<file path="config.mk">
export PLATFORM = sky130hd
export DESIGN_NAME = byte_stuffed_frame_receiver_core_flat
export DESIGN_NICKNAME = d
export VERILOG_FILES = /design/src/sv/bsfr_pkg.sv /design/src/sv/bsfr_req_if.sv /design/src/sv/bsfr_rsp_if.sv /design/src/sv/byte_stuffed_frame_receiver_core.sv /design/src/sv/bsfr_deframe.sv /design/src/flat_wrapper.sv
export SDC_FILE = /design/constraint.sdc
export NUM_CORES = 1
export LEC_CHECK = 0
export ABC_CLOCK_PERIOD_IN_PS = 5300
export BUFFER_PORTS_ARGS = -buffer_cell sky130_fd_sc_hd__buf_2
export CORE_ASPECT_RATIO = 0.75
export CORE_MARGIN = 8
export CORE_UTILIZATION = 50
export CTS_CLUSTER_SIZE = 20
export DETAILED_ROUTE_END_ITERATION = 8
export GPL_TIMING_DRIVEN = 0
export PLACE_DENSITY_LB_ADDON = 0.08
export SLEW_MARGIN = 40
export SYNTH_ARGS = -nofsm -noshare
export SYNTH_HDL_FRONTEND = slang
export SYNTH_SLANG_ARGS = --single-unit
export TNS_END_PERCENT = 10
</file>
<file path="constraint.sdc">
create_clock -name clock -period 5.3 [get_ports clock]
set_input_delay 0.265 -clock clock [delete_from_list [all_inputs] [get_ports clock]]
set_output_delay 0.265 -clock clock [all_outputs]
set_load 0.01 [all_outputs]
</file>
<file path="src/sv/bsfr_pkg.sv">
// Shared types, constants and the CRC byte step for the byte-stuffed frame receiver.
// No dependencies; every other file refers to it by scoped names.
package bsfr_pkg;

   // Widths of the fields
   localparam int unsigned BYTE_W    = 8;
   localparam int unsigned LEN_W     = 16;
   localparam int unsigned CRC_W     = 16;
   localparam int unsigned KIND_W    = 2;
   localparam int unsigned CSR_IDX_W = 3;
   localparam int unsigned CSR_DAT_W = 16;

   // Result kinds
   localparam logic [KIND_W-1:0] KIND_PAYLOAD = 2'd0;
   localparam logic [KIND_W-1:0] KIND_OK      = 2'd1;
   localparam logic [KIND_W-1:0] KIND_CRC_ERR = 2'd2;
   localparam logic [KIND_W-1:0] KIND_ABORT   = 2'd3;

   // Register indexes
   localparam logic [CSR_IDX_W-1:0] CSR_STATION_ADDR = 3'd0;
   localparam logic [CSR_IDX_W-1:0] CSR_MAX_LEN      = 3'd1;
   localparam logic [CSR_IDX_W-1:0] CSR_BEGIN_FLAG   = 3'd2;
   localparam logic [CSR_IDX_W-1:0] CSR_ESC_FLAG     = 3'd3;
   localparam logic [CSR_IDX_W-1:0] CSR_XOR_MASK     = 3'd4;
   localparam logic [CSR_IDX_W-1:0] CSR_CRC_POLY     = 3'd5;

   // Register reset values
   localparam logic [BYTE_W-1:0] RST_STATION_ADDR = 8'h00;
   localparam logic [LEN_W-1:0]  RST_MAX_LEN      = 16'd512;
   localparam logic [BYTE_W-1:0] RST_BEGIN_FLAG   = 8'h7E;
   localparam logic [BYTE_W-1:0] RST_ESC_FLAG     = 8'h7D;
   localparam logic [BYTE_W-1:0] RST_XOR_MASK     = 8'h20;
   localparam logic [CRC_W-1:0]  RST_CRC_POLY     = 16'hA001;

   // Receiver phases, one-hot
   typedef enum logic [7:0] {
      PH_HUNT    = 8'b0000_0001,
      PH_SRC     = 8'b0000_0010,
      PH_DST     = 8'b0000_0100,
      PH_LEN_LO  = 8'b0000_1000,
      PH_LEN_HI  = 8'b0001_0000,
      PH_PAYLOAD = 8'b0010_0000,
      PH_CRC_LO  = 8'b0100_0000,
      PH_CRC_HI  = 8'b1000_0000
   } phase_type;

   // Configuration register set
   typedef struct packed {
      logic [BYTE_W-1:0] station_addr;
      logic [LEN_W-1:0]  max_len;
      logic [BYTE_W-1:0] begin_flag;
      logic [BYTE_W-1:0] esc_flag;
      logic [BYTE_W-1:0] xor_mask;
      logic [CRC_W-1:0]  crc_poly;
   } cfg_type;

   // One result word
   typedef struct packed {
      logic [KIND_W-1:0] kind;
      logic [BYTE_W-1:0] data;
      logic [BYTE_W-1:0] src_addr;
      logic [LEN_W-1:0]  frame_len;
   } rsp_type;

   // Reflected CRC-16 over one byte, bit at a time
   function automatic logic [CRC_W-1:0] crc_byte(input logic [CRC_W-1:0]  crc,
                                                 input logic [BYTE_W-1:0] b,
                                                 input logic [CRC_W-1:0]  poly);
      logic [CRC_W-1:0] c;
      c = crc ^ {{(CRC_W-BYTE_W){1'b0}}, b};
      for (int i = 0; i < BYTE_W; i++) begin
         if (c[0]) begin
            c = (c >> 1) ^ poly;
         end else begin
            c = c >> 1;
         end
      end
      return c;
   endfunction

endpackage

</file>
<file path="src/sv/bsfr_req_if.sv">
// Input channel: one raw link byte per word, valid/ready handshake.
// Widths from bsfr_pkg.
interface bsfr_req_if;
   logic                          valid;
   logic                          ready;
   logic [bsfr_pkg::BYTE_W-1:0]   raw_byte;

   modport source (output valid, output raw_byte, input ready);
   modport sink   (input valid, input raw_byte, output ready);
endinterface

</file>
<file path="src/sv/bsfr_rsp_if.sv">
// Result channel: payload bytes and end-of-frame status, valid/ready handshake.
// Widths from bsfr_pkg.
interface bsfr_rsp_if;
   logic                          valid;
   logic                          ready;
   logic [bsfr_pkg::KIND_W-1:0]   kind;
   logic [bsfr_pkg::BYTE_W-1:0]   data;
   logic [bsfr_pkg::BYTE_W-1:0]   src_addr;
   logic [bsfr_pkg::LEN_W-1:0]    frame_len;

   modport source (output valid, output kind, output data, output src_addr,
                   output frame_len, input ready);
   modport sink   (input valid, input kind, input data, input src_addr,
                   input frame_len, output ready);
endinterface

</file>
<file path="src/sv/byte_stuffed_frame_receiver_core.sv">
// Byte-stuffed frame receiver: HDLC-like deframer with CRC-16 check.
// A byte accepted into the input register has its result, if any, loaded into the
// result register once the result side is free, and offered from there. The core
// takes one byte per cycle while the result side is not stalled.
// Synchronous active-high reset restores register defaults and the hunt phase.
// Depends on bsfr_pkg, bsfr_req_if, bsfr_rsp_if and bsfr_deframe.
module byte_stuffed_frame_receiver_core (
   input  logic                             clock,
   input  logic                             reset,
   bsfr_req_if.sink                         req_ch,
   bsfr_rsp_if.source                       rsp_ch,
   input  logic                             csr_we,
   input  logic [bsfr_pkg::CSR_IDX_W-1:0]   csr_idx,
   input  logic [bsfr_pkg::CSR_DAT_W-1:0]   csr_wdata
);

   bsfr_pkg::cfg_type               cfg_ff, cfg_in;
   logic                            in_valid_ff, in_valid_in;
   logic [bsfr_pkg::BYTE_W-1:0]     in_byte_ff, in_byte_in;
   logic                            out_valid_ff, out_valid_in;
   bsfr_pkg::rsp_type               out_ff, out_in;

   logic                            out_free;
   logic                            step;
   logic                            res_valid;
   bsfr_pkg::rsp_type               res;

   // Configuration write decode
   always_comb begin
      cfg_in = cfg_ff;
      if (csr_we) begin
         unique case (csr_idx)
            bsfr_pkg::CSR_STATION_ADDR: cfg_in.station_addr = csr_wdata[bsfr_pkg::BYTE_W-1:0];
            bsfr_pkg::CSR_MAX_LEN:      cfg_in.max_len      = csr_wdata[bsfr_pkg::LEN_W-1:0];
            bsfr_pkg::CSR_BEGIN_FLAG:   cfg_in.begin_flag   = csr_wdata[bsfr_pkg::BYTE_W-1:0];
            bsfr_pkg::CSR_ESC_FLAG:     cfg_in.esc_flag     = csr_wdata[bsfr_pkg::BYTE_W-1:0];
            bsfr_pkg::CSR_XOR_MASK:     cfg_in.xor_mask     = csr_wdata[bsfr_pkg::BYTE_W-1:0];
            bsfr_pkg::CSR_CRC_POLY:     cfg_in.crc_poly     = csr_wdata[bsfr_pkg::CRC_W-1:0];
            default: ;
         endcase
      end
   end

   // Handshake: the input register drains whenever the result register can load
   assign out_free     = !out_valid_ff || rsp_ch.ready;
   assign step         = in_valid_ff && out_free;
   assign req_ch.ready = !in_valid_ff || out_free;

   always_comb begin
      in_valid_in = in_valid_ff;
      in_byte_in  = in_byte_ff;
      if (req_ch.ready) begin
         in_valid_in = req_ch.valid;
         in_byte_in  = req_ch.raw_byte;
      end
   end

   always_comb begin
      out_valid_in = out_valid_ff;
      out_in       = out_ff;
      if (out_free) begin
         out_valid_in = step && res_valid;
         out_in       = res;
      end
   end

   bsfr_deframe u_deframe (
      .clock     (clock),
      .reset     (reset),
      .step      (step),
      .raw_byte  (in_byte_ff),
      .cfg       (cfg_ff),
      .res_valid (res_valid),
      .res       (res)
   );

   // Registers
   always_ff @(posedge clock) begin
      if (reset) begin
         cfg_ff.station_addr <= bsfr_pkg::RST_STATION_ADDR;
         cfg_ff.max_len      <= bsfr_pkg::RST_MAX_LEN;
         cfg_ff.begin_flag   <= bsfr_pkg::RST_BEGIN_FLAG;
         cfg_ff.esc_flag     <= bsfr_pkg::RST_ESC_FLAG;
         cfg_ff.xor_mask     <= bsfr_pkg::RST_XOR_MASK;
         cfg_ff.crc_poly     <= bsfr_pkg::RST_CRC_POLY;
         in_valid_ff         <= 1'b0;
         out_valid_ff        <= 1'b0;
      end else begin
         cfg_ff       <= cfg_in;
         in_valid_ff  <= in_valid_in;
         out_valid_ff <= out_valid_in;
      end
   end

   always_ff @(posedge clock) begin
      in_byte_ff <= in_byte_in;
      out_ff     <= out_in;
   end

   assign rsp_ch.valid     = out_valid_ff;
   assign rsp_ch.kind      = out_ff.kind;
   assign rsp_ch.data      = out_ff.data;
   assign rsp_ch.src_addr  = out_ff.src_addr;
   assign rsp_ch.frame_len = out_ff.frame_len;

   // Checks
   a_status_no_data: assert property (@(posedge clock) disable iff (reset)
      (out_valid_ff && out_ff.kind != bsfr_pkg::KIND_PAYLOAD) |-> (out_ff.data == '0))
      else $error("status word carries nonzero data");

   a_reset_empty: assert property (@(posedge clock)
      reset |=> (!out_valid_ff && !in_valid_ff))
      else $error("pipeline not empty after reset");

   a_held_byte: assert property (@(posedge clock) disable iff (reset)
      (in_valid_ff && !out_free) |=> (in_valid_ff && $stable(in_byte_ff)))
      else $error("pending input byte lost while result stalled");

   a_no_overwrite: assert property (@(posedge clock) disable iff (reset)
      (out_valid_ff && !rsp_ch.ready) |=> (out_valid_ff && $stable(out_ff)))
      else $error("stalled result overwritten");

endmodule

</file>
<file path="src/sv/bsfr_deframe.sv">
// Deframing state machine: flag hunt, unstuffing, header parse, payload CRC check.
// Uses bsfr_pkg types and crc_byte; advances one byte per step.
module bsfr_deframe (
   input  logic                          clock,
   input  logic                          reset,
   input  logic                          step,
   input  logic [bsfr_pkg::BYTE_W-1:0]   raw_byte,
   input  bsfr_pkg::cfg_type             cfg,
   output logic                          res_valid,
   output bsfr_pkg::rsp_type             res
);

   bsfr_pkg::phase_type               phase_ff, phase_in;
   logic                              esc_ff, esc_in;
   logic [bsfr_pkg::BYTE_W-1:0]       src_ff, src_in;
   logic [bsfr_pkg::LEN_W-1:0]        len_ff, len_in;
   logic [bsfr_pkg::LEN_W-1:0]        cnt_ff, cnt_in;
   logic [bsfr_pkg::CRC_W-1:0]        crc_ff, crc_in;
   logic [bsfr_pkg::BYTE_W-1:0]       crc_lo_ff, crc_lo_in;

   logic                              have_octet;
   logic [bsfr_pkg::BYTE_W-1:0]       octet;
   logic [bsfr_pkg::LEN_W-1:0]        new_len;
   logic [bsfr_pkg::LEN_W-1:0]        cnt_inc;
   logic [bsfr_pkg::CRC_W-1:0]        crc_next;
   logic                              in_frame;

   assign new_len  = {octet, len_ff[bsfr_pkg::BYTE_W-1:0]};
   assign cnt_inc  = cnt_ff + {{(bsfr_pkg::LEN_W-1){1'b0}}, 1'b1};
   assign crc_next = bsfr_pkg::crc_byte(crc_ff, octet, cfg.crc_poly);
   assign in_frame = (phase_ff == bsfr_pkg::PH_PAYLOAD) ||
                     (phase_ff == bsfr_pkg::PH_CRC_LO) ||
                     (phase_ff == bsfr_pkg::PH_CRC_HI);

   // Unstuffing: flag test wins over the escape test
   always_comb begin
      esc_in     = esc_ff;
      have_octet = 1'b0;
      octet      = raw_byte;
      if (phase_ff == bsfr_pkg::PH_HUNT || raw_byte == cfg.begin_flag) begin
         esc_in = 1'b0;
      end else if (esc_ff) begin
         esc_in     = 1'b0;
         have_octet = 1'b1;
         octet      = raw_byte ^ cfg.xor_mask;
      end else if (raw_byte == cfg.esc_flag) begin
         esc_in = 1'b1;
      end else begin
         have_octet = 1'b1;
      end
   end

   // Phase update and result
   always_comb begin
      phase_in  = phase_ff;
      src_in    = src_ff;
      len_in    = len_ff;
      cnt_in    = cnt_ff;
      crc_in    = crc_ff;
      crc_lo_in = crc_lo_ff;
      res_valid = 1'b0;
      res.kind      = bsfr_pkg::KIND_PAYLOAD;
      res.data      = '0;
      res.src_addr  = src_ff;
      res.frame_len = len_ff;
      if (phase_ff == bsfr_pkg::PH_HUNT) begin
         if (raw_byte == cfg.begin_flag) begin
            phase_in = bsfr_pkg::PH_SRC;
         end
      end else if (raw_byte == cfg.begin_flag) begin
         // restart; a frame cut off after its header reports abort
         phase_in = bsfr_pkg::PH_SRC;
         if (in_frame) begin
            res_valid = 1'b1;
            res.kind  = bsfr_pkg::KIND_ABORT;
         end
      end else if (have_octet) begin
         unique case (phase_ff)
            bsfr_pkg::PH_SRC: begin
               src_in   = octet;
               phase_in = bsfr_pkg::PH_DST;
            end
            bsfr_pkg::PH_DST: begin
               phase_in = (octet == cfg.station_addr) ? bsfr_pkg::PH_LEN_LO
                                                      : bsfr_pkg::PH_HUNT;
            end
            bsfr_pkg::PH_LEN_LO: begin
               len_in   = {{(bsfr_pkg::LEN_W-bsfr_pkg::BYTE_W){1'b0}}, octet};
               phase_in = bsfr_pkg::PH_LEN_HI;
            end
            bsfr_pkg::PH_LEN_HI: begin
               len_in = new_len;
               cnt_in = '0;
               crc_in = '0;
               if (new_len > cfg.max_len) begin
                  phase_in = bsfr_pkg::PH_HUNT;
               end else if (new_len == '0) begin
                  phase_in = bsfr_pkg::PH_CRC_LO;
               end else begin
                  phase_in = bsfr_pkg::PH_PAYLOAD;
               end
            end
            bsfr_pkg::PH_PAYLOAD: begin
               crc_in    = crc_next;
               cnt_in    = cnt_inc;
               if (cnt_inc >= len_ff) begin
                  phase_in = bsfr_pkg::PH_CRC_LO;
               end
               res_valid = 1'b1;
               res.kind  = bsfr_pkg::KIND_PAYLOAD;
               res.data  = octet;
            end
            bsfr_pkg::PH_CRC_LO: begin
               crc_lo_in = octet;
               phase_in  = bsfr_pkg::PH_CRC_HI;
            end
            bsfr_pkg::PH_CRC_HI: begin
               phase_in  = bsfr_pkg::PH_HUNT;
               res_valid = 1'b1;
               res.kind  = ({octet, crc_lo_ff} == crc_ff) ? bsfr_pkg::KIND_OK
                                                          : bsfr_pkg::KIND_CRC_ERR;
            end
            default: begin
               phase_in = bsfr_pkg::PH_HUNT;
            end
         endcase
      end
   end

   // State registers
   always_ff @(posedge clock) begin
      if (reset) begin
         phase_ff  <= bsfr_pkg::PH_HUNT;
         esc_ff    <= 1'b0;
         src_ff    <= '0;
         len_ff    <= '0;
         cnt_ff    <= '0;
         crc_ff    <= '0;
         crc_lo_ff <= '0;
      end else if (step) begin
         phase_ff  <= phase_in;
         esc_ff    <= esc_in;
         src_ff    <= src_in;
         len_ff    <= len_in;
         cnt_ff    <= cnt_in;
         crc_ff    <= crc_in;
         crc_lo_ff <= crc_lo_in;
      end
   end

endmodule

</file>
<file path="src/flat_wrapper.sv">
// flat-port wrapper written by rule: the top's interface ports become plain ports
module byte_stuffed_frame_receiver_core_flat 
  (clock, reset, csr_we, csr_idx, csr_wdata, req_ch_valid, req_ch_raw_byte, req_ch_ready, rsp_ch_valid, rsp_ch_kind, rsp_ch_data, rsp_ch_src_addr, rsp_ch_frame_len, rsp_ch_ready);
  bsfr_req_if req_ch_i ();
  bsfr_rsp_if rsp_ch_i ();
  input  logic clock;
  input  logic reset;
  input  logic csr_we;
  input  logic [bsfr_pkg::CSR_IDX_W-1:0] csr_idx;
  input  logic [bsfr_pkg::CSR_DAT_W-1:0] csr_wdata;
  input wire logic [$bits(req_ch_i.valid)-1:0] req_ch_valid;
  input wire logic [$bits(req_ch_i.raw_byte)-1:0] req_ch_raw_byte;
  output wire logic [$bits(req_ch_i.ready)-1:0] req_ch_ready;
  output wire logic [$bits(rsp_ch_i.valid)-1:0] rsp_ch_valid;
  output wire logic [$bits(rsp_ch_i.kind)-1:0] rsp_ch_kind;
  output wire logic [$bits(rsp_ch_i.data)-1:0] rsp_ch_data;
  output wire logic [$bits(rsp_ch_i.src_addr)-1:0] rsp_ch_src_addr;
  output wire logic [$bits(rsp_ch_i.frame_len)-1:0] rsp_ch_frame_len;
  input wire logic [$bits(rsp_ch_i.ready)-1:0] rsp_ch_ready;
  assign req_ch_i.valid = req_ch_valid;
  assign req_ch_i.raw_byte = req_ch_raw_byte;
  assign req_ch_ready = req_ch_i.ready;
  assign rsp_ch_valid = rsp_ch_i.valid;
  assign rsp_ch_kind = rsp_ch_i.kind;
  assign rsp_ch_data = rsp_ch_i.data;
  assign rsp_ch_src_addr = rsp_ch_i.src_addr;
  assign rsp_ch_frame_len = rsp_ch_i.frame_len;
  assign rsp_ch_i.ready = rsp_ch_ready;
  byte_stuffed_frame_receiver_core u_core (.clock(clock), .reset(reset), .req_ch(req_ch_i), .rsp_ch(rsp_ch_i), .csr_we(csr_we), .csr_idx(csr_idx), .csr_wdata(csr_wdata));
endmodule
</file>
; Word-level counts from Yosys, hierarchy flattened
; Cells that the tools add are included.
[totals]
inputBits = 32
output_inout_bits = 36
elab_cells = 125
reg_bits = 181
[op_classes]
n_eq_ne = 19
n_mux = 39
reduce_logical = 28
bitwise = 15
order_cmp = 2
addsub = 1
[ops]
columns = op, count
row1 = 16-bit 2-to-1 mux, 8
row2 = 15-bit by 16-bit XOR with 16-bit output, 8
row3 = 16-bit one-hot mux with 2 select lines, 3
row4 = 8-bit 2-to-1 mux, 8
row5 = 8-bit one-hot mux with 6 select lines, 1
row6 = 8-bit == test, 3
row7 = 5-bit AND reduction, 4
row8 = "16-bit by 1-bit adder with 16-bit output, second input constant", 1
row9 = 16-bit == test, 1
row10 = 16-bit >= comparator, 1
row11 = 16-bit > comparator, 1
row12 = 16-bit logical NOT, 1
row13 = 16-bit by 8-bit XOR with 16-bit output, 1
row14 = 7-bit 2-to-1 mux, 2
row15 = 2-bit AND reduction, 6
row16 = 1-bit 2-to-1 mux, 11
row17 = 10-bit 2-to-1 mux, 1
row18 = "8-bit by 1-bit == test with 1-bit output, second input constant", 1
row19 = "8-bit by 2-bit == test with 1-bit output, second input constant", 1
row20 = "8-bit by 3-bit == test with 1-bit output, second input constant", 1
row21 = "8-bit by 4-bit == test with 1-bit output, second input constant", 1
row22 = "8-bit by 5-bit == test with 1-bit output, second input constant", 1
row23 = "8-bit by 6-bit == test with 1-bit output, second input constant", 1
row24 = "8-bit by 7-bit == test with 1-bit output, second input constant", 1
row25 = other kinds (19), 36

; Depth between registers and ports, before layout
[depth]
depth_word = 21
ltp_mapped = 21
ltp_nobuf = 20

; Hierarchy
; From an unflattened synthesis, not the netlist that was laid out.
[unflattened]
cells_unflattened = 1251
hier_area_um2 = 11338.4
[modules_own_cells]
columns = mod, seq_area_each_um2, cells_per_inst, area_each_um2, instances
row1 = bsfr_deframe, 1461.4, 952, 7373.3, 1
row2 = byte_stuffed_frame_receiver_core, 2582.5, 299, 3965.1, 1

; Worst setup path before layout
; No wires, ideal clock.
[synth_timing]
kind = register to register
startpoint = register u_core.in_byte_ff[4] (netlist name)
endpoint = register u_core.u_deframe.crc_ff[4] (netlist name)
required_ns = 5.231
t_arrival_ns = 4.637
path_slack_ns = 0.594
stages_incl_launch_ff = 17
period_less_slack_ns = 4.706
setup_ns = 0.069
cell_sequence = edfxtp_1 xor2_1 nor4_2 a211o_1 xnor2_1 a21boi_1 o31ai_1 and3_1 or4_1 nand2_2 o21ai_0 and4_4 or4_1 xnor3_2 nand2_1 xnor3_1 o21ai_1
[synth_via]
elab_chain_len = 20
elab_cells_between_ends = 29
cone_classes = eq/ne (2) / mux (14) / bitwise (11) / reduce/logical (2)
[synth_rtl]
columns = item, line_no
row1 = start: declaration, byte_stuffed_frame_receiver_core.sv:19  ; logic [bsfr_pkg::BYTE_W-1:0] in_byte_ff, in_byte_in;
row2 = start signal: assignment, byte_stuffed_frame_receiver_core.sv:96  ; in_byte_ff <= in_byte_in;
row3 = 8-bit == test or 8-bit XOR (tied branches), "bsfr_deframe.sv:40, bsfr_deframe.sv:70, bsfr_deframe.sv:45"
row4 = 1-bit logical OR or 8-bit 2-to-1 mux (tied branches), "bsfr_deframe.sv:40, bsfr_deframe.sv:42"
row5 = 8-bit 2-to-1 mux, bsfr_deframe.sv:40  ; if (phase_ff == bsfr_pkg::PH_HUNT || raw_byte == cfg.begin_flag) begin
row6 = 16-bit by 8-bit XOR with 16-bit output, bsfr_pkg.sv:70  ; c = crc ^ {{(CRC_W-BYTE_W){1'b0}}, b};
row7 = 16-bit 2-to-1 mux or 15-bit by 16-bit XOR with 16-bit output (tied branches), "bsfr_pkg.sv:72, bsfr_pkg.sv:73"
row8 = 15-bit by 16-bit XOR with 16-bit output or 16-bit 2-to-1 mux (tied branches), "bsfr_pkg.sv:73, bsfr_pkg.sv:72"
row9 = 16-bit 2-to-1 mux or 15-bit by 16-bit XOR with 16-bit output (tied branches), "bsfr_pkg.sv:72, bsfr_pkg.sv:73"
row10 = 15-bit by 16-bit XOR with 16-bit output or 16-bit 2-to-1 mux (tied branches), "bsfr_pkg.sv:73, bsfr_pkg.sv:72"
row11 = [... 4 more ...], n/a
row12 = 16-bit 2-to-1 mux or 15-bit by 16-bit XOR with 16-bit output (tied branches), "bsfr_pkg.sv:72, bsfr_pkg.sv:73"
row13 = 15-bit by 16-bit XOR with 16-bit output or 16-bit 2-to-1 mux (tied branches), "bsfr_pkg.sv:73, bsfr_pkg.sv:72"
row14 = 16-bit 2-to-1 mux or 15-bit by 16-bit XOR with 16-bit output (tied branches), "bsfr_pkg.sv:72, bsfr_pkg.sv:73"
row15 = 15-bit by 16-bit XOR with 16-bit output or 16-bit 2-to-1 mux (tied branches), "bsfr_pkg.sv:73, bsfr_pkg.sv:72"
row16 = 16-bit 2-to-1 mux or 15-bit by 16-bit XOR with 16-bit output (tied branches), "bsfr_pkg.sv:72, bsfr_pkg.sv:73"
row17 = 15-bit by 16-bit XOR with 16-bit output or 16-bit 2-to-1 mux (tied branches), "bsfr_pkg.sv:73, bsfr_pkg.sv:72"
row18 = 16-bit 2-to-1 mux, bsfr_pkg.sv:72  ; if (c[0]) begin
row19 = 16-bit one-hot mux with 2 select lines, bsfr_deframe.sv:78  ; unique case (phase_ff)
row20 = end signal: assignment, bsfr_deframe.sv:146  ; crc_ff <= crc_in;
row21 = end: declaration, bsfr_deframe.sv:18  ; logic [bsfr_pkg::CRC_W-1:0] crc_ff, crc_in;
; Several ways; a longest one is shown, not always the timed one.
; A chain may end at the register's enable or synchronous reset.

; Worst setup path after layout
[layout_timing]
startpoint = register u_core.u_deframe.phase_ff[6]
endpoint = register u_core.u_deframe.crc_ff[4] (netlist name)
[layout_via]
elab_chain_len = 20
elab_cells_between_ends = 27
cone_classes = eq/ne (3) / mux (11) / bitwise (10) / reduce/logical (3)
[layout_rtl]
columns = item, line_no
row1 = start: declaration, bsfr_deframe.sv:13  ; bsfr_pkg::phase_type phase_ff, phase_in;
row2 = start signal: assignment, bsfr_deframe.sv:133  ; phase_ff <= bsfr_pkg::PH_HUNT;
row3 = start signal: assignment, bsfr_deframe.sv:141  ; phase_ff <= phase_in;
row4 = 8-bit by 1-bit == test with 1-bit output, "bsfr_deframe.sv:40, bsfr_deframe.sv:66"
row5 = 1-bit logical OR, bsfr_deframe.sv:40
row6 = 8-bit 2-to-1 mux, bsfr_deframe.sv:40
row7 = 16-bit by 8-bit XOR with 16-bit output, bsfr_pkg.sv:70
row8 = 16-bit 2-to-1 mux or 15-bit by 16-bit XOR with 16-bit output (tied branches), "bsfr_pkg.sv:72, bsfr_pkg.sv:73"
row9 = 15-bit by 16-bit XOR with 16-bit output or 16-bit 2-to-1 mux (tied branches), "bsfr_pkg.sv:73, bsfr_pkg.sv:72"
row10 = 16-bit 2-to-1 mux or 15-bit by 16-bit XOR with 16-bit output (tied branches), "bsfr_pkg.sv:72, bsfr_pkg.sv:73"
row11 = 15-bit by 16-bit XOR with 16-bit output or 16-bit 2-to-1 mux (tied branches), "bsfr_pkg.sv:73, bsfr_pkg.sv:72"
row12 = [... 4 more ...], n/a
row13 = 16-bit 2-to-1 mux or 15-bit by 16-bit XOR with 16-bit output (tied branches), "bsfr_pkg.sv:72, bsfr_pkg.sv:73"
row14 = 15-bit by 16-bit XOR with 16-bit output or 16-bit 2-to-1 mux (tied branches), "bsfr_pkg.sv:73, bsfr_pkg.sv:72"
row15 = 16-bit 2-to-1 mux or 15-bit by 16-bit XOR with 16-bit output (tied branches), "bsfr_pkg.sv:72, bsfr_pkg.sv:73"
row16 = 15-bit by 16-bit XOR with 16-bit output or 16-bit 2-to-1 mux (tied branches), "bsfr_pkg.sv:73, bsfr_pkg.sv:72"
row17 = 16-bit 2-to-1 mux or 15-bit by 16-bit XOR with 16-bit output (tied branches), "bsfr_pkg.sv:72, bsfr_pkg.sv:73"
row18 = 15-bit by 16-bit XOR with 16-bit output or 16-bit 2-to-1 mux (tied branches), "bsfr_pkg.sv:73, bsfr_pkg.sv:72"
row19 = 16-bit 2-to-1 mux, bsfr_pkg.sv:72
row20 = 16-bit one-hot mux with 2 select lines, bsfr_deframe.sv:78
; Several ways; a longest one is shown, not always the timed one.

==> flow_metrics.py <==
metrics = {
    "timing": {
        "final_max_slew_viol_count": 0,
        "clock_skew_ps": 14.7,
        "relSlewSlack_pct": 53.2,
        "period_share_pct": 97.1,
        "period_minus_slack_ps": 5150,
        "worst_slack_ps": 151,
        "tightest_slew_ps": 689,
        "hold_viol": 0,
        "max_freq_ghz": 0.194,
        "fin_setup_tns_ps": 0,
        "finalSetupViolCount": 0,
    },
    "place": {
        "hpwlAfterDp_mm": 23.8,
        "place_congestion": 0.876,
        "dpl_worst_slack_ps": -648,
        "io_buffers": 66,
        "place_area_sq_mm": 0.0115,
    },
    "clock_network": {
        "clkTransAtPathRegs_ps": 70,
        "root_buffer": "clkbuf_16",
        "cts_buffers": 17,
        "cts_tree": "built",
        "worstSkewPairLatency_ps": 450,
        "cts_htree_levels": 4,
        "clkSinkCount": 181,
        "cts_buffer_depth": 2,
    },
    "synth": {
        "synth_nets": 1348,
        "synth.distinct_cells": 74,
        "synth_edf_count": 42,
        "synthMuxAreaShare_pct": 0.493,
        "synth-async-reset-ratio_pct": 0,
        "synth_adder_area_share_pct": 3.87,
        "avgSynthCellArea_sq_um": 8.31,
        "synth-simple-area-share_pct": 21.8,
        "seq_area_frac_synth_pct": 37.9,
        "synth_xor_area_share_pct": 15.6,
        "synth_top_family_by_area": "simple AND/OR/NAND/NOR gates",
        "synth-seq-cells": 181,
        "synthCells": 1283,
        "synth_compound_area_share_pct": 15.8,
        "ys.flop_type": "dfxtp_1",
        "synth_area_sq_mm": 0.0107,
        "ys_warn_count": 0,
    },
    "worst_setup_path": {
        "required_ps": 5670,
        "r2r-start": "u_core.u_deframe.phase_ff[6]$_SDFFE_PP0P_",
        "r2r_setup_slack_ps": 150,
        "end_kind": "flop",
        "cp_max_fo": 10,
        "reg2reg_depth": 19,
        "start_kind": "flop",
        "critPathArrivalTime_ps": 5520,
        "worst-setup-path-type": "reg2reg",
        "r2r_end": "u_core.u_deframe.crc_ff[4]$_SDFFE_PP0P_",
    },
    "layout": {
        "final_core_util_pct": 60.1,
        "most-common-layout-cells": "nand2_1 (280), dfxtp_1 (139), xnor2_1 (94), nor2_1 (87), a21oi_1 (81)",
        "drive_gt1_share_pct": 14.7,
        "nNetsFinal": 1467,
        "multiInputGateArea_sq_mm": 0.00656,
        "nFillCells": 1889,
        "final_common_cell": "nand2_1",
        "seqCellArea_sq_mm": 0.00404,
        "area_growth_pct": 18.8,
        "design_area_sq_mm": 0.0127,
        "antenna_cells": 0,
    },
    "route": {
        "remaining_drc_errors": 0,
        "num_vias": 9694,
        "dr.pass1.iters": 5,
        "first_iter_violations": 856,
        "drt.antenna.violating_nets": 0,
        "wl_mm": 32.8,
        "wl_per_cell_microns": 19.3,
        "avgViaCountPerCell": 5.69,
    },
    "floorplan": {
        "start_util_pct": 50.6,
        "die_h_microns": 142,
        "rows": 46,
        "die_w_microns": 185,
        "io_pins": 68,
        "core_sq_mm": 0.0211,
        "die-area_sq_mm": 0.0263,
    },
    "global_route": {
        "grt_remaining_overflow": 0,
        "antenna_found_initial": 0,
        "grt_max_degree": 26,
        "grt_util_all_layers_pct": 24.7,
        "grt_pass1_wl_mm": 50.1,
        "grt_pass1_vias": 8657,
    },
    "worst_hold_path": {
        "min_from": "req_ch_raw_byte[3]",
        "holdPathStages": 1,
        "min_to": "u_core.in_byte_ff[3]$_DFFE_PP_",
        "worstHoldPathType": "in2reg",
    },
    "power_and_ir_drop": {
        "peakVddDrop_mv": 0.203,
        "p_leak_uw": 0.00491,
        "finalPower_uw": 3300,
        "power_density_mw_per_mm2": 261,
    },
    "run_status": {
        "status": "finished, final reports clean",
    },
    "flow_run": {
        "drv_cap": 0,
    },
}
[cell type report]
cell class	count	share of cell area, %
Buffer	66	2.23
Clock inverter	14	1.45
Tap cell	288	2.84
Clock buffer	18	3.39
Inverter	50	1.48
Multi-Input combinational cell	985	51.8
Sequential cell	181	31.9
Timing Repair Buffer	101	4.88
[metal layers]
| metal | vias up | track usage, % | share of wire [%] |
|---|---|---|---|
| met4 | 0 | 5.46 | 1.2 |
| met5 | - | 0 | 0 |
| met2 | 441 | 34.6 | 41 |
| li1 | 4628 | - | - |
| met3 | 32 | 5.31 | 10 |
| met1 | 4593 | 37.8 | 48 |
[how the worst max path moves through the flow]
stage	start	to	slack, ps	cells after the start
after detailed placement	u_core.in_byte_ff[4]$_DFFE_PP_	u_core.u_deframe.crc_ff[8]$_SDFFE_PP0P_	-650	18
after global placement	u_core.in_byte_ff[1]$_DFFE_PP_	u_core.u_deframe.crc_ff[8]$_SDFFE_PP0P_	-990	18
after global routing	u_core.in_byte_ff[5]$_DFFE_PP_	u_core.u_deframe.crc_ff[9]$_SDFFE_PP0P_	-60	19
after CTS	u_core.in_byte_ff[3]$_DFFE_PP_	u_core.u_deframe.crc_ff[4]$_SDFFE_PP0P_	20	19
after floorplan	u_core.in_byte_ff[4]$_DFFE_PP_	u_core.u_deframe.crc_ff[4]$_SDFFE_PP0P_	590	16
final	u_core.u_deframe.phase_ff[6]$_SDFFE_PP0P_	u_core.u_deframe.crc_ff[4]$_SDFFE_PP0P_	150	19
[Yosys cell counts, drive strengths merged, types with 8 or more instances]
cell | n | area, sq um
a211oi | 34 | 265
a21o | 21 | 158
a21oi | 83 | 415
a22oi | 15 | 113
a31oi | 12 | 75.1
and3 | 17 | 106
buf | 9 | 67.6
clkbuf | 58 | 218
dfxtp | 139 | 2780
edfxtp | 42 | 1260
ha | 33 | 413
inv | 50 | 188
nand2 | 283 | 1060
nand2b | 8 | 50.1
nand3 | 24 | 120
nand3b | 25 | 188
nand4 | 8 | 50.1
nor2 | 89 | 334
nor3 | 19 | 111
nor4 | 10 | 75.1
o21ai | 52 | 260
xnor2 | 102 | 908
xnor3 | 8 | 181
xor2 | 60 | 552
[stage by stage]
| stage | hold slack, ps | cells |
|---|---|---|
| CTS | 0.791 | 1683 |
| floorplan | 364 | 1283 |
| global route | 0.882 | 1703 |
| finish | 1.69 | 1703 |
| global placement | 416 | 1637 |
| detailed placement | 420 | 1638 |
[critical path, stage by stage (launching register included)]
cell and delay (ps):
dfxtp_1 310, buf_6 130, or3_4 400, nor4b_4 260
buf_4 210, a211o_4 180, xnor2_4 170, buf_6 190
and3_1 230, a211oi_4 60, o31a_1 320, nor3_4 270
xnor2_2 170, a221o_1 430, and4_4 220, or4_1 520
xnor3_2 320, nand2_1 100, xnor3_1 430, o21ai_1 150
[sequential cells by signal, summed over array words and instances, names as in the netlist]
name and count:
u_core.u_deframe.crc_lo_ff 8, u_core.u_deframe.esc_ff 1, u_core.u_deframe.len_ff 16, u_core.rsp_ch.frame_len 16
u_core.u_deframe.phase_ff 8, u_core.rsp_ch.src_addr 8, u_core.rsp_ch.data 8, u_core.in_byte_ff 8
u_core.u_deframe.src_ff 8, u_core.u_deframe.crc_ff 16, u_core.rsp_ch.valid 1, u_core.u_deframe.cnt_ff 16
u_core.rsp_ch.kind 2, u_core.in_valid_ff 1, u_core.cfg_ff 64
[where the power goes]
part / leakage, uW / switching, uW / internal, uW
clock: 0.000295 / 558 / 786
combinational: 0.00298 / 315 / 210
sequential: 0.00163 / 13.3 / 1420
total: 0.00491 / 887 / 2420
[cell families (layout without fill, tap and decap cells)]
kind of cell / after synthesis / in the layout
buffers and inverters: 117 / 249
muxes: 5 / 5
and+or+nand+nor: 512 / 512
xor gates and xnor gates: 171 / 171
DFF: 181 / 181
adders and majority gates: 33 / 33
AOI/OAI and AO/OA: 264 / 264
[what timing repair did]
item / 4_1_cts / 5_1_grt
cloned: 0 / 0
pin swaps: 3 / 7
endpoints found under the setup margin: 18 / 16
endpoints found under the hold margin: 6 / 0
setup buffers: 7 / 21
hold buffers: 6 / 0
resized for setup: 12 / 40
No activity file was read; power rests on OpenSTA's default activity.
